## config.mk

```make
export PLATFORM = sky130hd
export DESIGN_NAME = bis_ram
export DESIGN_NICKNAME = d
export VERILOG_FILES = /design/src/bis_ram.sv
export SDC_FILE = /design/constraint.sdc
export NUM_CORES = 2
export LEC_CHECK = 0
export BUFFER_PORTS_ARGS = -buffer_cell sky130_fd_sc_hd__buf_4
export CORE_MARGIN = 2
export CORE_UTILIZATION = 65
export DETAILED_ROUTE_END_ITERATION = 6
export HOLD_SLACK_MARGIN = 0.12
export PLACE_DENSITY = 0.82
export SYNTH_ARGS = -nofsm -noshare
export SYNTH_HDL_FRONTEND = slang
export SYNTH_SLANG_ARGS = --single-unit
```

## constraint.sdc

```tcl
create_clock -name clk -period 5.9 [get_ports clk]
set_input_delay 0 -clock clk [delete_from_list [all_inputs] [get_ports clk]]
set_output_delay 0 -clock clk [all_outputs]
set_load 0.01 [all_outputs]
```

## src/bis_ram.sv

```systemverilog
`timescale 1ns / 1ps
// generic single-write, single-read ram with registered read data
module bis_ram #(
  parameter int unsigned WIDTH = 31,
  parameter int unsigned DEPTH = 64
) (
  input  logic                                   clk,
  input  logic                                   we,
  input  logic [((DEPTH > 1) ? $clog2(DEPTH) : 1)-1:0] waddr,
  input  logic [WIDTH-1:0]                       wdata,
  input  logic [((DEPTH > 1) ? $clog2(DEPTH) : 1)-1:0] raddr,
  output logic [WIDTH-1:0]                       rdata
);

  logic [WIDTH-1:0] mem [DEPTH];

  always_ff @(posedge clk) begin
    if (we) begin
      mem[waddr] <= wdata;
    end
    rdata <= mem[raddr];
  end

endmodule

```

==> results.yml <==
timing:
  relSlewSlack_pct: -1.80
  setup_violations: 0
  hold_viol: 0
  rsz0062_at_grt: "false"
  maxSlewViolCount: 2
  period_minus_slack_ns: 3.39
  final.setup.tns_ns: 0
  fin_skew_ns: 0.0339
  worstMarginPinSlew_ns: 1.51
  max_freq_mhz: 295
  min_period_over_period_pct: 57.5
place:
  io_buffers: 75
  dpl.hpwl_um: 103000
  post_dp_cell_area_mm2: 0.0792
  gp_congestion: 0.843
critical_path:
  worstRegToRegCells: 5
  crit_start: "raddr[1]"
  critPathBufInv: 3
  crit_chain: "dlygate4sd3_1 -> buf_8 -> buf_4 -> mux4_2 -> mux2i_1 -> nor2_1 -> a211oi_1 -> nor3_1"
  ff2ff_setup_slack_ns: 3.25
  worst_setup_path_start_kind: "primary input"
  endpoint_kind: "register"
  r2r_end: "rdata[23]"
  crit_slowest_cell: "a211oi_1"
  crit_required_ns: 6.55
  crit_type: "in2reg"
  rr_startpoint: "mem[37][23]"
  critPathTopFamily: "buffers and inverters"
  critical-path-max-stage-delay_ns: 0.81
  worst-path-max-fanout: 45
  cp.arrival_ns: 4.05
cts:
  htreeDepth: 4
  cts.sinks: 2015
  cts_tree: "yes"
  ctsResizeCount: 0
  path_clk_slew_ns: 0.07
  clock_latency_ns: 0.81
  cts-root-buf: "clkbuf_16"
  cts_buffers: 183
  cts_buffer_depth: 3
  cts_setup_buffers: 0
synthesis:
  avgSynthCellArea_um2: 22.3
  netlist_top_cells_area: "edfxtp_1, mux4_2, mux2i_1"
  ys_types: 33
  synth_cells: 3418
  synth_nets: 3463
  synth_top_area_cell: "edfxtp_1"
  synth_warnings: 0
  synth_area_mm2: 0.0763
  synth_top_area_share_pct: 78.1
  yosysSeqAreaShare_pct: 78.9
  synth_seq_cells: 2015
cells_and_area:
  drive_gt1_share_pct: 24.4
  final_cell_mix: "edfxtp_1, mux4_2, mux2i_1, clkbuf_16, buf_4"
  final_common_cell: "edfxtp_1"
  fin_area_mm2: 0.0857
  syn2layout_area_growth_pct: 12.3
  final_nets: 3670
pwr:
  ir_worst_vdd_mv: 0.277
  power.leakage_nw: 27.5
  power-per-cell-area_mw_per_mm2: 344
global_route:
  grt_pass1_wl_um: 290000
  grt_overflow: 0
  grt_pass1_vias: 39800
  antenna_found_initial: 16
  grt_usage_pct: 34.8
  grt_max_degree: 142
drt:
  drt_iter0_drc: 6815
  first_pass_iters: 6
  wl_per_cell_um: 38.8
  vias: 38800
  viasPerCell: 7.31
  drtAntennaViolNets: 0
  drc: 0
  wl_um: 206000
worst_hold_path:
  min_from: "waddr[4]"
  hp-class: "in2reg"
  whs_path_depth: 3
  holdPathEnd: "mem[53][22]"
floorplan:
  row_count: 125
  die_x_um: 347
  start_util_pct: 65.6
  core_mm2: 0.116
  ios: 76
  dieHeight_um: 347
  design.die.area_mm2: 0.120
status:
  status: "finished, violations left"
  violations: "capacitance limit, slew limit"
run:
  cap_violations: 1
[sequential cells by signal, summed over array words and instances, names as in the netlist]
signal  cells
mem      1984
rdata      31
[timing repair]
action,in CTS,in global routing
hold buffers,41,0
endpoints found under the setup margin,0,0
endpoints found under the hold margin,2161,0
[through the flow]
| step | hold WS, ns | util [%] | power (mW) | cells | setup slack [ns] |
|---|---|---|---|---|---|
| global placement | 0.410 | 68.0 | 17.6 | 4921 | 2.32 |
| CTS | 0.129 | 73.6 | 29.5 | 5305 | 2.64 |
| floorplan | 0.0989 | - | 16.9 | 3418 | 2.81 |
| detailed placement | 0.418 | 68.1 | 17.7 | 4923 | 2.30 |
| finish | 0.187 | 73.6 | 29.5 | 5311 | 2.51 |
| global route | 0.184 | 73.6 | 30.0 | 5306 | 2.50 |
[logic make-up after synthesis]
logic type | count (synthesis) | share of synthesized area [%]
buffers and inverters | 195 | 1.22
multiplexers | 705 | 15.9
AO/OA/AOI/OAI | 352 | 3.06
AND/OR/NAND/NOR | 151 | 0.953
flip-flops | 2015 | 78.9
[cell type report]
cell class | instances | area, um2
diodes | 6 | 15.0
clock buffers | 254 | 5170
clock inverters | 87 | 891
fillers | 5991 | 30700
multi-input cells | 1208 | 15700
flip-flops and latches | 2015 | 60200
well taps | 1524 | 1910
repair buffers | 217 | 1820
[synthesized netlist by cell type]
master	instances
a211oi_1	3
a21o_1	26
a21oi_1	2
a22oi_1	104
a311oi_1	2
a31oi_1	52
and2_1	1
and3_1	26
buf_1	12
buf_2	78
buf_4	24
buf_6	2
clkbuf_1	79
dfxtp_1	31
edfxtp_1	1984
mux2_2	7
mux2i_1	295
mux4_2	403
nand2_1	10
nand2b_1	5
nand3_1	6
nand3b_1	5
nand4_1	2
nand4b_1	1
nor2_1	77
nor2b_1	6
nor3_1	7
o21ai_0	52
o22ai_1	85
o31ai_1	26
or2_2	1
or3_1	1
or3b_2	3
[how the worst max path moves through the flow]
stage | end | cells past startpoint
2_1_floorplan | mem[48][0] | 4
3_3_place_gp | rdata[1] | 6
3_5_place_dp | rdata[22] | 7
4_1_cts | rdata[23] | 8
5_1_grt | rdata[23] | 8
6_report | rdata[23] | 8
[layer usage]
metal	vias to the layer above	GRT usage, %	wire [um]
met5	-	0	83
met4	12	19.6	13500
met3	704	9.51	28500
met2	3398	54.3	98200
met1	19800	45.0	65700
li1	14900	-	-
[report_power, final]
part | total [mW] | internal [mW] | switching (mW)
Combinational | 1.51 | 0.522 | 0.986
Sequential | 15.9 | 15.8 | 0.0953
Clock | 12.0 | 6.86 | 5.15
[worst register-to-register path: stages (launching register included)]
cell and delay (ns):
edfxtp_1 0.40, mux4_2 0.47, mux2i_1 0.59, nor2_1 0.11, a211oi_1 0.81, nor3_1 0.13
(Power assumes the default switching activity.)
